File: config.mk
export PLATFORM = sky130hd
export DESIGN_NAME = lge_store
export DESIGN_NICKNAME = d
export VERILOG_FILES = /design/src/hw/rtl/lge_pkg.sv /design/src/hw/rtl/lge_store.sv
export SDC_FILE = /design/constraint.sdc
export NUM_CORES = 2
export LEC_CHECK = 0
export ABC_AREA = 0
export BUFFER_PORTS_ARGS = -buffer_cell sky130_fd_sc_hd__buf_2
export CAP_MARGIN = 40
export CORE_MARGIN = 4
export CORE_UTILIZATION = 45
export DETAILED_ROUTE_END_ITERATION = 16
export PLACE_DENSITY = 0.6
export SYNTH_ARGS = -nofsm -noshare
export SYNTH_HDL_FRONTEND = slang
export SYNTH_SLANG_ARGS = --single-unit
export TNS_END_PERCENT = 50
File: constraint.sdc
create_clock -name clk -period 2.3 [get_ports clk]
set_input_delay 0.23 -clock clk [delete_from_list [all_inputs] [get_ports clk]]
set_output_delay 0.23 -clock clk [all_outputs]
set_load 0.005 [all_outputs]
File: src/hw/rtl/lge_pkg.sv
// ----------------------------------------------------------------------------
// lge_pkg: shared definitions for the life grid generation engine
// Grid sizes, field widths, request and register codes, and control structs.
// ----------------------------------------------------------------------------
package lge_pkg;

	// Grid storage size.
	localparam int MAX_COLS = 64;
	localparam int MAX_ROWS = 64;

	// Field widths fixed by the request and register formats.
	localparam int POS_W  = 6;
	localparam int TYPE_W = 2;
	localparam int CFG_W  = 7;
	localparam int CIDX_W = 1;

	// Derived internal widths.
	localparam int COL_W  = $clog2(MAX_COLS);
	localparam int ROW_W  = $clog2(MAX_ROWS);
	localparam int CCNT_W = $clog2(MAX_COLS + 1);
	localparam int RCNT_W = $clog2(MAX_ROWS + 1);
	localparam int SCNT_W = $clog2(MAX_ROWS + 3);

	// Size register value after reset.
	localparam logic [CFG_W-1:0] CFG_RESET = 7'd64;

	// Lag between reading a row and writing it back during a step.
	localparam int STEP_LAG = 3;

	// Neighborhood totals that include the center cell.
	localparam logic [3:0] BIRTH_SUM   = 4'd3;
	localparam logic [3:0] SURVIVE_SUM = 4'd4;

	typedef enum logic [TYPE_W-1:0] {
		REQ_WRITE = 2'd0,
		REQ_READ  = 2'd1,
		REQ_STEP  = 2'd2
	} req_type_t;

	typedef enum logic [CIDX_W-1:0] {
		CFG_COLS = 1'b0,
		CFG_ROWS = 1'b1
	} cfg_reg_t;

	typedef struct packed {
		logic clear;
		logic shift;
	} lge_cell_ctl_t;

	typedef struct packed {
		logic rd_en;
		logic rd_zero;
		logic wr_en;
	} lge_store_ctl_t;

	function automatic logic [CCNT_W-1:0] clip_cols(input logic [CFG_W-1:0] v);
		if (int'(v) > MAX_COLS) begin
			return CCNT_W'(MAX_COLS);
		end
		return CCNT_W'(v);
	endfunction

	function automatic logic [RCNT_W-1:0] clip_rows(input logic [CFG_W-1:0] v);
		if (int'(v) > MAX_ROWS) begin
			return RCNT_W'(MAX_ROWS);
		end
		return RCNT_W'(v);
	endfunction

endpackage

File: src/hw/rtl/lge_store.sv
// ----------------------------------------------------------------------------
// lge_store: grid row memory
// One row per entry, one write and one registered read port. Rows never
// written read as all dead through a valid bit per row.
// ----------------------------------------------------------------------------
module lge_store (
	input  logic                          clk,
	input  logic                          arst_n,
	input  lge_pkg::lge_store_ctl_t       ctl,
	input  logic [lge_pkg::ROW_W-1:0]     rd_addr,
	input  logic [lge_pkg::ROW_W-1:0]     wr_addr,
	input  logic [lge_pkg::MAX_COLS-1:0]  wr_data,
	output logic [lge_pkg::MAX_COLS-1:0]  rd_data
);
	import lge_pkg::*;

	logic [MAX_COLS-1:0] mem [MAX_ROWS];
	logic [MAX_COLS-1:0] mem_q;
	logic [MAX_ROWS-1:0] vld_q;
	logic                rd_vld_q;

	always_ff @(posedge clk) begin
		if (ctl.wr_en) begin
			mem[wr_addr] <= wr_data;
		end
		if (ctl.rd_en) begin
			mem_q <= mem[rd_addr];
		end
	end

	always_ff @(posedge clk or negedge arst_n) begin
		if (!arst_n) begin
			vld_q    <= '0;
			rd_vld_q <= 1'b0;
		end else begin
			if (ctl.wr_en) begin
				vld_q[wr_addr] <= 1'b1;
			end
			if (ctl.rd_en) begin
				rd_vld_q <= vld_q[rd_addr] && !ctl.rd_zero;
			end
		end
	end

	assign rd_data = rd_vld_q ? mem_q : '0;

endmodule

# ---- Yosys cells after proc, flatten, opt, wreduce, memory -nomap -nowiden
# Memories as Yosys holds them, arrays and structs flattened. A register that Yosys moved wholly into a read port is not among the register bits.
# Cells that the tools add are included.
dict set report op_classes {
  n_lt_le_gt_ge 3
  mux 7
  n_bitwise 1
  n_reduce_logical 3
}
# cell count
set ops {}
lappend ops {{$mux 64} 1}
lappend ops {{$or 64x64->64} 1}
lappend ops {{$lt 6x7->1 const B} 2}
lappend ops {{$bmux 1 s6} 1}
lappend ops {{$demux 1 s6} 1}
lappend ops {{$ge 6x1->1 const B} 1}
lappend ops {{$mux 1} 4}
lappend ops {{$logic_and 1x1->1} 2}
lappend ops {{$logic_not 1->1} 1}
dict set report word_totals {
  register_bits 65
  ramBits 4096
  in_bits 81
  output_inout_bits 64
  wordCells 17
  mem_count 1
}
# memory words width rd rd_ports_with_merged_regs wr line_no
set memory_table {}
lappend memory_table {mem 64 64 1 1 1 lge_store.sv:17} ;# logic [MAX_COLS-1:0] mem [MAX_ROWS];

# ---- Depth between registers and ports, before layout
dict set report logic_depth {
  depth_word 5
  ltp_mapped 9
  mapped_depth_nobuf 5
}

# ---- Worst setup path after synthesis
# No wires, ideal clock.
dict set report synth_timing {
  path_kind {input-to-reg}
  from {input wr_addr[3] in the netlist's numbering}
  to {register vld_q[48]}
  setup_time_ns 0.092
  t_arrival_ns 5.766
  required_ns 2.208
  setup_slack_ns -3.558
  path_stages 5
  path_buffers 1
  path_cell_list {clkbuf_1 > nand4b_1 > or2_2 > nor3_1 > or2_2}
}
dict set report synth_between {
  elab_chain_cells 5
  elab_cells_between_ends 6
  classes_between {2 x order compare; 2 x mux; 1 x bitwise; 1 x reduce/logical}
}
# element line_no
set synth_rtl {}
lappend synth_rtl {{from (decl)} lge_store.sv:11} ;# input logic [lge_pkg::ROW_W-1:0] wr_addr,
lappend synth_rtl {{$lt 6x7->1 (implied by the code) / $ge 6x1->1 (equally long branches)} lge_store.sv:37} ;# vld_q[wr_addr] <= 1'b1;
lappend synth_rtl {{$logic_and 1x1->1 (implied by the code)} lge_store.sv:37}
lappend synth_rtl {{$mux 1 (implied by the code)} lge_store.sv:37}
lappend synth_rtl {{$demux 1 s6 *} lge_store.sv:37}
lappend synth_rtl {{$or 64x64->64 (no source line) *} -}
lappend synth_rtl {{to (signal assigned)} lge_store.sv:33} ;# vld_q <= '0;
lappend synth_rtl {{to (signal, indexed assignment)} lge_store.sv:37}
lappend synth_rtl {{to (decl)} lge_store.sv:19} ;# logic [MAX_ROWS-1:0] vld_q;
# Mark *: on every way between the ends. The rest lies on a longest branch, timed or not.
# A chain may end at the register's enable or synchronous reset.

# ---- Final worst setup path
dict set report layout_timing {
  from {register rd_vld_q}
  to {output rd_data[57] in the netlist's numbering}
}
dict set report layout_between {
  elab_chain_cells 1
}
# element line_no
set layout_rtl {}
lappend layout_rtl {{from (decl)} lge_store.sv:20} ;# logic rd_vld_q;
lappend layout_rtl {{from (signal assigned)} lge_store.sv:40} ;# rd_vld_q <= vld_q[rd_addr] && !ctl.rd_zero;
lappend layout_rtl {{$mux 64} lge_store.sv:45} ;# assign rd_data = rd_vld_q ? mem_q : '0;
lappend layout_rtl {{to (decl)} lge_store.sv:13} ;# output logic [lge_pkg::MAX_COLS-1:0] rd_data
# Every way passes these cells.

==> flow_summary.toml <==
[global_route]
gr-usage-met1_pct = 37.3
grt_pass1_vias = 79835
grt_util_met3_pct = 4.55
antenna_found_initial = 43
grt_first_pass_wirelength_um = 665000
grt_max_degree = 66
track_usage_pct = 26.3
gr-usage-met2_pct = 42.1
grt.busiest_layer = "met2"
grt_overflow = 0

[floorplan]
start_util_pct = 45.3
die_area_um2 = 365000
chipHeight_um = 604
io_pins = 145
coreArea_um2 = 353000
die_w_um = 604
std_cell_rows = 218

[sta]
fin_crit_sh_pct = 106
hold_violations = 0
finalSetupViolCount = 64
rsz0062_at_grt = "true"
finalClockSkew_ns = 0.0429
max_freq_mhz = 411
relSlewSlack_pct = 30.0
worst_slew_pin_slew_ns = 1.05
fin_ws_ns = -0.133
final.min_clock_period_ns = 2.43
drv_slew = 0

[drt]
drtIter0Drc = 12302
antenna_left = 0
wirelength_um = 482000
first_pass_iters = 6
wl_per_cell_um = 37.9
viasPerCell = 6.25
drc = 0
via_count = 79575

[power_and_ir_drop]
power.density_nw_per_um2 = 850
clkPwrFrac_pct = 42.0
switchingPower_mw = 34.9
p_sw_share_pct = 21.3
leakagePower_nw = 61.5
power_frac_comb_pct = 5.6
design_power_total_mw = 164
p_int_mw = 129
seqPwrFrac_pct = 52.4
ir_worst_vdd_uv = 683

[critical_path]
cp_num_buf_inv = 3
path_cells = "buf_12, buf_16, and2_4, buf_6"
worst_setup_path_end_kind = "output port"
r2r_end = "mem_q[12]$_DFFE_PP_"
ff2ff_setup_slack_ns = 0.14
crit_path_start = "rd_vld_q$_DFFE_PN0P_"
critPathLaunchType = "register"
cpMaxStageDelayCell = "dfrtp_4"
r2r-start = "mem[4][12]$_DFFE_PP_"
critical_path_class = "reg -> out"
path_delay_family = "flip-flops"
arrival_ns = 2.20
cp.required_ns = 2.07
r2r_cells = 4
cp.depth = 4
path_max_fanout = 8
cpPeakStageDelay_ns = 0.57

[synthesis]
netlist_instances = 6460
synth.ff_latch_count = 4225
syn_area_per_cell_um2 = 24.8
ys_seq_area_share_pct = 79.1
synth-warning-count = 0
netlist_area_um2 = 160000
synth.net_count = 6541
synth.distinct_cells = 37

[min_path]
min_to = "mem[44][17]$_DFFE_PP_"
hold_path.class = "in -> reg"
hold_start = "wr_addr[0]"
whs_path_depth = 5

[place]
placed_area_um2 = 177000
io_buffers = 144
dp_hpwl_um = 285000
pre_cts_slack_ns = -0.604
gp_congestion = 0.799

[cts]
clk_pin_slew_worst_paths_ns = 0.06
clkSinkCount = 4225
worstSkewPairLatency_ns = 0.98
cts_tree = "built"
root_buffer = "clkbuf_16"
htree_levels = 5
clockBufferDepth = 4
cts_buffers = 432

[layout]
area_growth_pct = 20.6
drive_above_1_share_pct = 38.0
final_util_pct = 54.6
final_cell_area_um2 = 193000
layout.nets = 7714

[status]
status = "finished with violations"
violations = "negative setup slack"

[flow_run]
drv_cap = 0
metrics by stage:
stage / setup TNS (ns) / instances / hold slack (ns)
3_5_place_dp: -22.58 / 11834 / 0.301
2_1_floorplan: -701.13 / 6460 / -0.0656
6_report: -6.78 / 12742 / 0.0716
5_1_grt: -9.38 / 12730 / 0.0601
4_1_cts: -10.71 / 12712 / 0.00352
3_3_place_gp: -23.02 / 11818 / 0.297
worst max path at each step:
stage	end	slack [ns]
detailed placement	mem_q[40]$_DFFE_PP_	-0.60
finish	rd_data[57]	-0.13
global placement	mem_q[40]$_DFFE_PP_	-0.56
floorplan	mem[51][0]$_DFFE_PP_	-0.59
global route	rd_data[57]	-0.18
CTS	rd_data[0]	-0.21
placed cells by master (no fill, tap or decap), types with 65 or more instances in the layout:
cell type / count
clkinv_2: 80
clkbuf_1: 102
buf_12: 450
edfxtp_1: 4160
o22ai_1: 132
nor2_4: 66
buf_4: 412
a211oi_1: 66
mux2i_1: 67
mux4_2: 1225
dlygate4sd3_1: 73
buf_2: 96
a21oi_1: 65
clkbuf_16: 436
clkinv_1: 97
worst min-delay path, delay by kind of cell:
kind / cells / cell delay [ns]
buffers and inverters: 2 / 0.31
and+or+nand+nor: 3 / 0.29
layout make-up:
cell class              count  area (um^2)
repair buffers           1084        14000
clock inverters           253         2480
inverters                   4         26.3
flip-flops and latches   4225       127000
diodes                     17         42.5
fillers                 26113       160000
well taps                4730         5920
clock buffers             543        11400
multi-input cells        1886        32500
Yosys cell counts:
| master | n | area [um^2] |
|---|---|---|
| o311ai_0 | 1 | 8.76 |
| or3b_2 | 2 | 17.5 |
| nor2b_1 | 7 | 43.8 |
| mux2i_1 | 67 | 671 |
| a211oi_1 | 66 | 495 |
| or2_2 | 65 | 407 |
| buf_4 | 34 | 255 |
| a21oi_1 | 65 | 325 |
| clkbuf_1 | 159 | 597 |
| nand3_1 | 7 | 35.0 |
| nand2_1 | 13 | 48.8 |
| buf_1 | 26 | 97.6 |
| mux2_2 | 9 | 101 |
| mux4_2 | 1225 | 27600 |
| nand2b_1 | 7 | 43.8 |
| or3_1 | 1 | 6.26 |
| o21ai_1 | 24 | 120 |
| and3_1 | 1 | 6.26 |
| and2_1 | 64 | 400 |
| nor2_1 | 69 | 259 |
| inv_1 | 3 | 11.3 |
| inv_2 | 1 | 3.75 |
| a2111oi_0 | 3 | 26.3 |
| nand3b_1 | 4 | 30.0 |
| a311oi_1 | 1 | 8.76 |
| o21ai_0 | 41 | 205 |
| buf_6 | 4 | 45.0 |
| o211ai_1 | 1 | 7.51 |
| o22ai_1 | 132 | 826 |
| nand4b_1 | 1 | 8.76 |
| nand4_1 | 1 | 6.26 |
| nor3_1 | 6 | 30.0 |
| o41ai_1 | 2 | 17.5 |
| dfrtp_1 | 65 | 1630 |
| buf_2 | 122 | 611 |
| edfxtp_1 | 4160 | 125000 |
| nor4_1 | 1 | 6.26 |
power by group through the flow:
stage	sequential, mW	clock (mW)	combinational (mW)
global route	86.0	73.1	9.71
CTS	86.0	69.7	9.20
global placement	87.6	0	8.59
detailed placement	87.6	0	8.80
floorplan	87.2	0	4.53
finish	85.9	68.8	9.22
flip-flops by register name, summed over array words and instances (netlist names):
signal    flops
mem        4096
mem_q        64
rd_vld_q      1
vld_q        64
per-layer routing:
| metal | share of wire, % | routed length [um] |
|---|---|---|
| met2 | 48 | 233000 |
| met4 | 3.7 | 17900 |
| met5 | 0.010 | 48 |
| met1 | 39 | 188000 |
| met3 | 9.0 | 43300 |
what timing repair did:
action,CTS,global route
endpoints found under the hold margin,4116,0
gates resized for setup,115,2
gates cloned,4,1
hold buffers,73,0
pin swaps,0,1
setup endpoints to repair,62,64
setup buffers,5,0
cell families after synthesis:
group / Yosys count / share of synthesized area [%]
AOI/OAI and AO/OA: 336 / 1.28
buffers and inverters: 349 / 1.01
DFF: 4225 / 79.1
muxes: 1301 / 17.7
and+or+nand+nor: 249 / 0.843
(Power assumes the default switching activity.)
