===== src/hw/rtl/lge_pkg.sv =====
// ----------------------------------------------------------------------------
// lge_pkg: shared definitions for the life grid generation engine
// Grid sizes, field widths, request and register codes, and control structs.
// ----------------------------------------------------------------------------
package lge_pkg;

	// Grid storage size.
	localparam int MAX_COLS = 64;
	localparam int MAX_ROWS = 64;

	// Field widths fixed by the request and register formats.
	localparam int POS_W  = 6;
	localparam int TYPE_W = 2;
	localparam int CFG_W  = 7;
	localparam int CIDX_W = 1;

	// Derived internal widths.
	localparam int COL_W  = $clog2(MAX_COLS);
	localparam int ROW_W  = $clog2(MAX_ROWS);
	localparam int CCNT_W = $clog2(MAX_COLS + 1);
	localparam int RCNT_W = $clog2(MAX_ROWS + 1);
	localparam int SCNT_W = $clog2(MAX_ROWS + 3);

	// Size register value after reset.
	localparam logic [CFG_W-1:0] CFG_RESET = 7'd64;

	// Lag between reading a row and writing it back during a step.
	localparam int STEP_LAG = 3;

	// Neighborhood totals that include the center cell.
	localparam logic [3:0] BIRTH_SUM   = 4'd3;
	localparam logic [3:0] SURVIVE_SUM = 4'd4;

	typedef enum logic [TYPE_W-1:0] {
		REQ_WRITE = 2'd0,
		REQ_READ  = 2'd1,
		REQ_STEP  = 2'd2
	} req_type_t;

	typedef enum logic [CIDX_W-1:0] {
		CFG_COLS = 1'b0,
		CFG_ROWS = 1'b1
	} cfg_reg_t;

	typedef struct packed {
		logic clear;
		logic shift;
	} lge_cell_ctl_t;

	typedef struct packed {
		logic rd_en;
		logic rd_zero;
		logic wr_en;
	} lge_store_ctl_t;

	function automatic logic [CCNT_W-1:0] clip_cols(input logic [CFG_W-1:0] v);
		if (int'(v) > MAX_COLS) begin
			return CCNT_W'(MAX_COLS);
		end
		return CCNT_W'(v);
	endfunction

	function automatic logic [RCNT_W-1:0] clip_rows(input logic [CFG_W-1:0] v);
		if (int'(v) > MAX_ROWS) begin
			return RCNT_W'(MAX_ROWS);
		end
		return RCNT_W'(v);
	endfunction

endpackage


===== src/hw/rtl/lge_cell.sv =====
// ----------------------------------------------------------------------------
// lge_cell: one column of the generation sweep
// Holds a three-row window of its column and applies the B3/S23 rule using
// the vertical sums handed over by its two neighbors.
// ----------------------------------------------------------------------------
module lge_cell (
	input  logic                   clk,
	input  lge_pkg::lge_cell_ctl_t ctl,
	input  logic                   in_use,
	input  logic                   bit_in,
	input  logic [1:0]             vsum_left,
	input  logic [1:0]             vsum_right,
	output logic [1:0]             vsum,
	output logic                   next_bit
);
	import lge_pkg::*;

	logic       above_q;
	logic       cur_q;
	logic       ctr_q;
	logic [1:0] vsum_q;
	logic [1:0] col_sum;
	logic [3:0] total;

	assign col_sum = {1'b0, above_q} + {1'b0, cur_q} + {1'b0, bit_in};

	always_ff @(posedge clk) begin
		if (ctl.clear) begin
			above_q <= 1'b0;
			cur_q   <= 1'b0;
		end else if (ctl.shift) begin
			above_q <= cur_q;
			cur_q   <= bit_in;
			ctr_q   <= cur_q;
			vsum_q  <= in_use ? col_sum : 2'd0;
		end
	end

	// The total includes the center cell itself, so a survivor shows three or four.
	assign total = {2'b00, vsum_left} + {2'b00, vsum_q} + {2'b00, vsum_right};

	assign vsum     = vsum_q;
	assign next_bit = in_use ? ((total == BIRTH_SUM) || (ctr_q && (total == SURVIVE_SUM)))
		: ctr_q;

endmodule


===== config.mk =====
export PLATFORM = sky130hd
export DESIGN_NAME = lge_cell
export DESIGN_NICKNAME = d
export VERILOG_FILES = /design/src/hw/rtl/lge_pkg.sv /design/src/hw/rtl/lge_cell.sv
export SDC_FILE = /design/constraint.sdc
export NUM_CORES = 1
export LEC_CHECK = 0
export ABC_AREA = 1
export CORE_AREA = 2 2 39 41
export CTS_CLUSTER_DIAMETER = 80
export DETAILED_ROUTE_END_ITERATION = 10
export DIE_AREA = 0 0 41 43
export DONT_BUFFER_PORTS = 1
export PLACE_DENSITY = 0.42
export SYNTH_ARGS = -nofsm -noshare
export SYNTH_HDL_FRONTEND = slang
export SYNTH_SLANG_ARGS = --single-unit

===== constraint.sdc =====
create_clock -name clk -period 1.5 [get_ports clk]
set_input_delay 0.075 -clock clk [delete_from_list [all_inputs] [get_ports clk]]
set_output_delay 0.075 -clock clk [all_outputs]
set_load 0.1 [all_outputs]

# --- After elaboration in Yosys (flattened, before gate mapping) ---
# Index checks and enable logic that the tools add are counted.
word_totals:
  ff_bits: 5
  wordCells: 15
op_classes:
  add_sub_neg: 4
  n_eq_ne: 2
  mux: 1
  n_bitwise: 1
  n_reduce_logical: 3
ops:
  columns: ["cell", "n"]
  rows:
  - ["$add A3 B2 Y4", 1]
  - ["$eq A4 B2 Y1 const B", 1]
  - ["$eq A4 B3 Y1 const B", 1]
  - ["$add A2 B2 Y3", 1]
  - ["$add A1 B1 Y2", 1]
  - ["$add A2 B1 Y2", 1]
  - ["$reduce_and A2 Y1", 1]
  - ["$logic_and A1 B1 Y1", 1]
  - ["$logic_or A1 B1 Y1", 1]
  - ["$mux W1", 1]
  - ["$not A1 Y1", 1]

# --- Logic depth before layout (Yosys ltp) ---
# Gate-level depths: netlist of the first run.
logic_depth:
  ltp_word: 6
  depth_mapped: 10
  mapped_depth_nobuf: 10

# --- Least setup slack after synthesis of the first run ---
# Ideal clock, no wire load.
synth_timing:
  path_kind: "register -> output"
  startpoint: "reg vsum_q[1] (netlist: vsum[1])"
  endpoint: "out next_bit"
  arrival_ns: 2.748
  required_time_ns: 1.425
  slack_ns: -1.323
  stages_incl_launch_ff: 11
  path_cell_list: "edfxtp_1 inv_1 fa_1 inv_1 ha_1 inv_1 ha_1 nand2_1 nand2_1 nand2_1 nand2_1"
synth_via:
  elab_chain_cells: 6
synth_rtl:
  columns: ["item", "line", "text"]
  rows:
  - ["start, declared", "lge_cell.sv:21", "logic [1:0] vsum_q;"]
  - ["start signal, assigned", "lge_cell.sv:35", "vsum_q <= in_use ? col_sum : 2'd0;"]
  - ["$add A2 B2 Y3 (*)", "lge_cell.sv:40", "assign total = {2'b00, vsum_left} + {2'b00, vsum_q} + {2'b00, vsum_right};"]
  - ["$add A3 B2 Y4 (*)", "lge_cell.sv:40", null]
  - ["$eq A4 B3 Y1", "lge_cell.sv:43", "assign next_bit = in_use ? ((total == BIRTH_SUM) || (ctr_q && (total == SURVIVE_SUM)))"]
  - ["$logic_and A1 B1 Y1", "lge_cell.sv:43", null]
  - ["$logic_or A1 B1 Y1 (*)", "lge_cell.sv:43", null]
  - ["$mux W1 (*)", "lge_cell.sv:43", null]
  - ["end, declared", "lge_cell.sv:14", "output logic next_bit"]
# Mark *: on every way between the ends. The rest lies on a longest branch, timed or not.

# --- Final worst setup path of the first run ---
# Same ends and word-level chain as after synthesis.

==> results of run 1 <==
==> state kept, by name, summed over array words and instances (netlist names) <==
| signal | cells |
|---|---|
| cur_q | 1 |
| vsum | 2 |
| ctr_q | 1 |
| above_q | 1 |
==> final timing paths <==
path | start | to | depth (start not counted)
setup / recovery | vsum[1] | next_bit | 10
hold / removal | ctl[0] | cur_q | 3
setup reg to reg | cur_q | above_q | 3
hold reg to reg | cur_q | cur_q | 2
==> per-layer routing <==
layer  vias up  wire length [microns]  track usage, %
met5         -                      0               0
li1        144                      -               -
met4         0                      0            10.0
met3         0                     43            3.14
met2         8                    342            13.1
met1       128                    234            6.93
==> critical path, stage by stage, from the launching register on <==
cell and delay [ns]:
edfxtp_1 0.40, inv_2 0.07, fa_1 0.40, inv_1 0.07, ha_2 0.16, inv_2 0.04, ha_4 0.25, nand2_2 0.04
nand2_2 0.08, nand2_4 0.07, nand2_8 0.18
==> cell families after synthesis <==
logic type | count (synthesis)
buffers and inverters | 14
AO/OA/AOI/OAI | 3
AND/OR/NAND/NOR | 12
adder cells (fa/ha/maj) | 5
flip-flops | 5
==> power groups by stage <==
stage / Sequential [W] / Combinational, W / Clock, W
2_1_floorplan: 0.000176 / 0.0000822 / 0
3_3_place_gp: 0.000159 / 0.000115 / 0
3_5_place_dp: 0.000159 / 0.000115 / 0
4_1_cts: 0.000157 / 0.000126 / 0.000167
5_1_grt: 0.000157 / 0.000158 / 0.000176
6_report: 0.000157 / 0.000143 / 0.000157
==> metrics by stage <==
stage	instance area, sq um	total power [W]
2_1_floorplan	349	0.000258
3_3_place_gp	399	0.000274
3_5_place_dp	399	0.000274
4_1_cts	483	0.000450
5_1_grt	515	0.000491
6_report	515	0.000457
==> synth_stat cells <==
library cell and instances:
ha_1 2, nand2_1 10, edfxtp_1 3, a21oi_1 3, fa_1 3, inv_1 14, nor2_1 1, dfxtp_1 2
nand4_1 1
==> layout make-up <==
type                    count  area, sq um
clock buffers               4         26.3
fillers                   164          868
inverters                  14         52.6
multi-input cells          20          191
flip-flops and latches      5          130
well taps                  16         20.0
repair buffers             11         95.1
==> what timing repair did <==
| action | CTS | global route |
|---|---|---|
| pin swaps | 1 | 6 |
| hold buffers | 5 | 0 |
| cloned | 0 | 0 |
| setup endpoints to repair | 1 | 1 |
| setup buffers | 1 | 1 |
| endpoints found under the hold margin | 4 | 0 |
| gates resized for setup | 0 | 7 |
==> results.ini, run 1 <==
[synthesis]
synth_top_family_by_area=adder cells
post_synth_xor_area_fraction_pct=0
ys_top_cells_by_area=edfxtp_1 27%, fa_1 18%, inv_1 16%
synth_area_per_cell_sq_um=8.47
synth_nets=53
synth_sequential_area_ratio_pct=39.4
synth_simple_gate_area_share_pct=14.4
library_cell_with_the_largest_summed_area_after_synthesis=edfxtp_1
synth_area_sq_um=330
synth.yosys.warnings=0
synthCells=39
synth.mux.area_fraction_pct=0
synth-seq-cells=5
yosysUniqueCellTypes=9
yosys.area_share.adder_pct=25.8
synthesized_area_fraction_occupied_by_ao_oa_aoi_and_oai_cells_pct=4.55
yosys.area.top_type_share_pct=27.3

[global_routing]
grt_first_pass_wirelength_microns=917
largest_net_degree_at_the_start_of_global_routing=5
antenna_found_initial=0
globalRoute.totalOverflow=0
grt_pass1_vias=281
groute.usage.overall_pct=8.50

[timing]
max_clock_freq_mhz=483
setup_viol=1
clock-skew-final_ns=0.000672
setup_slack_ns=-0.572
finalCritPeriodShare_pct=138
final-max-slew-violation-count=0
finalSetupTns_ns=-0.572
grt_setup_unrepaired=true
finalHoldWorstSlack_ns=0.0203
period_needed_ns=2.07
slew_headroom_pct=82.2
timing_worst_slew_pin_value_ns=0.267
final-hold-violation-count=0

[layout]
non_filler_cells_in_the_finished_layout=70
final_core_utilization_pct=37.3
layout.cells.most_common=inv_1
final_net_count=69
post_route_cells_drive_above_1_share_pct=31.5
flow.area_growth_from_synthesis_pct=56.1
most_frequent_cells_in_the_layout=12 x inv_1, 6 x nand2_1, 6 x buf_4
antenna_cells_inserted=0

[floorplan]
initial_standard_cell_utilization_of_the_core_pct=23.9
fp.dieArea_sq_mm=0.00176
std_cell_rows=14
fp.coreArea_sq_mm=0.00138
die_width_microns=41
io_pins=12
dieHeight_microns=43

[placement]
detailedPlacementHpwl_microns=413
dp_slack_ns=-0.309
place_congestion=0.592
dp_cells=59
port_buffers=0

[worst_setup_path]
cp-start-kind=flip-flop
critPathCaptureType=output pin
setup_slack_of_the_most_critical_reg_to_reg_path_ns=0.31
crit_arrival_ns=2.00
crit_fanout=2
worst-endpoint-required_ns=1.42
timing_worst_setup_path_type=reg2out

[status]
result_of_the_run=finished, violations left
violations=setup timing

[power]
clock_power_share_pct=34.4
power.static_leakage_nw=0.260
power-per-cell-area_mw_per_mm2=887
switchingPower_w=0.000152
switching_share_pct=33.4
combinational_cell_fraction_of_total_power_pct=31.3
p_int_w=0.000305
worst_case_vdd_ir_drop_uv=436
power.sequential.fraction_pct=34.3

[routing]
route.vias.total=280
detail_route.drc_violations=0
avgRoutedWirePerCell_microns=8.86
vias_per_cell=4.00
postRouteAntennaNets=0
drt_first_pass_iters=2
finalWirelength_microns=620
detail_route.iter0.violations=1

[cts]
cts_num_sinks=5
clock_pin_slew_on_the_worst_setup_and_hold_paths_ns=0.04
clock_tree_from_tritoncts=yes
worstSkewPairLatency_ns=0.24
cts.htree.levels=1
cts.root.buffer_cell=clkbuf_4
cts-root-to-sink-buffers=2
number_of_buffers_created_by_cts=3

[flow_run]
drv.max_cap_violation_count=0

[min_path]
worst_min_path_class=in2reg

No activity file was read; power rests on OpenSTA's default activity.
==> run 2: changes to the inputs <==
RECOVER_POWER = 100   (was unset)
REMOVE_ABC_BUFFERS = 1   (was unset)
==> run 2 against run 1 <==
Net effect: sequential cell count is the same; global-route usage is 0.24 points lower; total power down 2.7%; combinational power shrank 8%; largest cell class unchanged; register-to-register slack about the same; the run still ends with setup timing left; sequential share of layout area increased by 1.8 points; clock skew hardly changed; critical path type unchanged; via count down 2.5%.
==> results.ini, run 2 (synthesis gave the netlist of run 1 again) <==
[placement]
dp_slack_ns=-0.355
port_buffers=0
place_congestion=0.620
detailedPlacementHpwl_microns=441
placed_area_sq_um=400
dp_cells=60

[cts]
clock_pin_slew_on_the_worst_setup_and_hold_paths_ns=0.04
clock_tree_from_tritoncts=yes
cts-root-to-sink-buffers=2
cts.root.buffer_cell=clkbuf_4
cts_num_sinks=5
worstSkewPairLatency_ns=0.24
cts.htree.levels=1
number_of_buffers_created_by_cts=3

[worst_setup_path]
crit_arrival_ns=2.00
worst-endpoint-required_ns=1.42
crit_fanout=2
timing_worst_setup_path_type=reg2out
cp-start-kind=flip-flop
critPathCaptureType=output pin

[timing]
final-max-slew-violation-count=0
period_needed_ns=2.08
max_clock_freq_mhz=481
setup_viol=1
finalCritPeriodShare_pct=139
finalHoldWorstSlack_ns=0.0199
final-hold-violation-count=0
timing_worst_slew_pin_value_ns=0.538
setup_slack_ns=-0.579
slew_headroom_pct=64.3
grt_setup_unrepaired=true
clock-skew-final_ns=0.000987

[min_path]
worst_min_path_class=in2reg

[floorplan]
fp.coreArea_sq_mm=0.00138
dieHeight_microns=43
io_pins=12
std_cell_rows=14
fp.dieArea_sq_mm=0.00176
die_width_microns=41
initial_standard_cell_utilization_of_the_core_pct=23.9

[global_routing]
grt_pass1_vias=280
antenna_found_initial=0
globalRoute.totalOverflow=0
groute.usage.overall_pct=8.27
grt_first_pass_wirelength_microns=945
largest_net_degree_at_the_start_of_global_routing=5

[layout]
post_route_cells_drive_above_1_share_pct=20.4
final_net_count=69
antenna_cells_inserted=0
most_frequent_cells_in_the_layout=13 x inv_1, 9 x nand2_1, 5 x dlygate4sd3_1
final_core_utilization_pct=34.8
non_filler_cells_in_the_finished_layout=70
layout.cells.most_common=inv_1
largest_register_ffs=2
final_cell_area_sq_um=482
flow.area_growth_from_synthesis_pct=45.8

[routing]
finalWirelength_microns=562
drt_first_pass_iters=1
route.vias.total=273
detail_route.iter0.violations=0
avgRoutedWirePerCell_microns=8.03
detail_route.drc_violations=0
vias_per_cell=3.90
postRouteAntennaNets=0

[status]
result_of_the_run=finished, violations left
violations=setup timing

[flow_run]
drv.max_cap_violation_count=0

[power]
power-per-cell-area_mw_per_mm2=923
power.static_leakage_nw=0.256
worst_case_vdd_ir_drop_uv=431

run 2: changes by cell type in the layout (fill, tap and decap cells not counted):
cell and delta:
buf_4 -3, nand2_1 +3, clkbuf_2 +2, ha_1 +2, buf_12 +1, ha_2 -1
ha_4 -1, inv_1 +1, inv_2 -1, nand2_2 -1, nand2_4 -1, nand2_8 -1
run 2: path summary, 6_finish.rpt:
| path | start | to | slack (ns) | cells after the start |
|---|---|---|---|---|
| max | vsum[1] | next_bit | -0.58 | 11 |
| min | ctl[0] | cur_q | 0.02 | 3 |
| max reg2reg | cur_q | above_q | 0.32 | 3 |
| min reg2reg | cur_q | cur_q | 0.51 | 2 |
run 2: layout make-up:
type                    count  area, sq um
clock buffers               4         26.3
fillers                   155          902
inverters                  14         52.6
multi-input cells          20          150
flip-flops and latches      5          130
well taps                  16         20.0
repair buffers             11          103
run 2: power by group:
part	leakage [nW]	switching (W)	total, W	internal, W
clock network	0.0150	0.0000556	0.000156	0.000101
logic	0.196	0.0000815	0.000131	0.0000499
registers	0.0455	0.00000388	0.000157	0.000153
run 2: what timing repair did:
item	in CTS	in global routing
setup buffers	1	0
pin swaps	0	1
endpoints found under the setup margin	1	1
hold buffers	5	0
hold endpoints to repair	4	0
resized for setup	1	1
run 2: critical path, cell delays in order (launching register included):
cell	delay [ns]
edfxtp_1	0.39
inv_2	0.07
fa_1	0.39
inv_1	0.07
ha_1	0.14
inv_1	0.04
ha_1	0.26
nand2_1	0.05
nand2_1	0.05
nand2_1	0.06
nand2_2	0.09
buf_12	0.17
run 2: routing by layer:
| metal | wire length, microns | part of all wire (%) | GRT usage (%) | up-vias |
|---|---|---|---|---|
| li1 | - | - | - | 144 |
| met1 | 265 | 47 | 9.45 | 118 |
| met2 | 259 | 46 | 11.9 | 11 |
| met3 | 38 | 6.8 | 1.57 | 0 |
| met4 | 0 | 0 | 8.00 | 0 |
| met5 | 0 | 0 | 0 | - |
run 2: metrics by stage:
step           total power [W]  TNS [ns]
2_1_floorplan         0.000246     -1.32
3_3_place_gp          0.000280    -0.336
3_5_place_dp          0.000281    -0.355
4_1_cts               0.000456    -0.595
5_1_grt               0.000471    -0.704
6_report              0.000445    -0.579
==> run 3: changes to the inputs <==
CELL_PAD_IN_SITES_DETAIL_PLACEMENT = 1   (was unset)
CELL_PAD_IN_SITES_GLOBAL_PLACEMENT = 2   (was unset)
PLACE_DENSITY = 0.64   (was 0.42)
==> run 3 against run 2 <==
Net effect: the flow still finishes with violations (setup timing); sequential share of layout area is 1.6 points higher; sequential cell count stayed put; die area stayed put; total power is 2.0% lower; register-to-register slack worse by 0.02 ns; non-clock buffer count is 3 lower; global-route usage is 1.6 points higher; critical path depth stayed put; combinational power is 3% lower; wire length is 8.4% higher; largest power group unchanged.
==> results.ini, run 3 (synthesis gave the netlist of run 1 again) <==
[timing]
setup_slack_ns=-0.586
final-max-slew-violation-count=0
setup_viol=1
final-hold-violation-count=0
finalCritPeriodShare_pct=139
grt_setup_unrepaired=true
finalSetupTns_ns=-0.586
clock-skew-final_ns=0.00108
period_needed_ns=2.09
timing_worst_slew_pin_value_ns=0.541
max_clock_freq_mhz=479
slew_headroom_pct=64.1

[worst_setup_path]
crit_arrival_ns=2.01
timing_worst_setup_path_type=reg2out
critPathMaxStageDelay_ns=0.40
cp_slowest_cell=fa_1
crit_path_cell_trace=inv_1, fa_1, inv_1, ha_1, inv_1, ha_1, nand2_1, nand2_1, nand2_1, nand2_2, buf_12
worst-endpoint-required_ns=1.42
cp-start-kind=flip-flop
critPathCaptureType=output pin
crit_fanout=2

[cts]
cts.htree.levels=1
cts.root.buffer_cell=clkbuf_4
number_of_buffers_created_by_cts=3
clock_pin_slew_on_the_worst_setup_and_hold_paths_ns=0.04
post_cts_buffers=0
clock_tree_from_tritoncts=yes
cts-root-to-sink-buffers=2
worstSkewPairLatency_ns=0.24
cts_num_sinks=5

[floorplan]
io_pins=12
initial_standard_cell_utilization_of_the_core_pct=23.9
fp.dieArea_sq_mm=0.00176
dieHeight_microns=43
fp.coreArea_sq_mm=0.00138
std_cell_rows=14
die_width_microns=41

[routing]
finalWirelength_microns=609
detail_route.iter0.violations=0
postRouteAntennaNets=0
drt_first_pass_iters=1
vias_per_cell=4.04
route.vias.total=271
detail_route.drc_violations=0
avgRoutedWirePerCell_microns=9.09

[status]
violations=setup timing
result_of_the_run=finished, violations left

[power]
power-per-cell-area_mw_per_mm2=959
power.static_leakage_nw=0.244
worst_case_vdd_ir_drop_uv=370
power_w=0.000436

[layout]
largest_register_ffs=2
final_net_count=66
antenna_cells_inserted=0
nFillCells=169
post_route_cells_drive_above_1_share_pct=17.6
final_cell_area_sq_um=454
layout.cells.most_common=inv_1
flow.area_growth_from_synthesis_pct=37.5
most_frequent_cells_in_the_layout=14 x inv_1, 9 x nand2_1

[placement]
place_congestion=0.578
detailedPlacementHpwl_microns=532
port_buffers=0
placed_area_sq_um=400

[global_routing]
antenna_found_initial=0
grt_first_pass_wirelength_mm=1.10
grt_use_met3_pct=1.57
global_route.peak_usage_layer=met2
groute.usage.overall_pct=9.82
use_met2_pct=14.7
largest_net_degree_at_the_start_of_global_routing=6
met1_usage_in_global_routing_pct=10.6
globalRoute.totalOverflow=0
grt_pass1_vias=295

[min_path]
worst_min_path_class=in2reg

[flow_run]
drv.max_cap_violation_count=0

-- run 3: cell types whose count changed in the layout (fill, tap and decap cells not counted), sizes merged --
cell	before	now
dlygate4sd3	5	3
buf	4	3
-- run 3: routing by layer --
layer  routed length, microns  vias to the layer above
met3                       35                        2
met5                        0                        -
met1                      206                      125
li1                         -                      137
met4                       10                        0
met2                      357                        7
-- run 3: what timing repair did --
| item | 4_1_cts | 5_1_grt |
|---|---|---|
| endpoints found under the hold margin | 2 | 0 |
| endpoints found under the setup margin | 1 | 1 |
| cloned | 0 | 0 |
| resized for setup | 1 | 0 |
| hold buffers | 3 | 0 |
-- run 3: area by class of cell --
cell class | instances | area (sq um) | share of cell area, %
Clock buffer | 4 | 26.3 | 5.79
Multi-Input combinational cell | 20 | 150 | 33.1
Sequential cell | 5 | 130 | 28.7
Timing Repair Buffer | 8 | 75.1 | 16.5
Inverter | 14 | 52.6 | 11.6
Tap cell | 16 | 20.0 | 4.41
-- run 3: where the power goes --
group	leakage (nW)	total, W	internal [W]	switching (W)
clock network	0.0150	0.000152	0.000100	0.0000516
registers	0.0455	0.000157	0.000153	0.00000372
logic	0.184	0.000127	0.0000455	0.0000812
-- run 3: critical path: cells and delay by family (launching register included) --
family,cells,cell delay (ns)
adder cells (fa/ha/maj),3,0.79
flip-flops,1,0.37
buffers and inverters,4,0.36
AND/OR/NAND/NOR,4,0.25
-- run 3: final timing paths --
kind                              start       end  slack (ns)  depth (start not counted)
worst max-delay path            vsum[1]  next_bit       -0.59                         11
worst min register to register  above_q   above_q        0.49                          2
worst max register to register    cur_q     cur_q        0.30                          3
worst min-delay path             in_use   vsum[1]        0.01                          2
-- run 3: through the flow --
step	hold WS [ns]	worst slack, ns	util [%]	cells
floorplan	0.144	-1.32	-	39
global placement	0.145	-0.317	28.9	60
detailed placement	0.149	-0.380	28.9	60
CTS	0.00478	-0.621	33.2	67
global route	0.0194	-0.694	32.8	67
finish	0.0114	-0.586	32.8	67
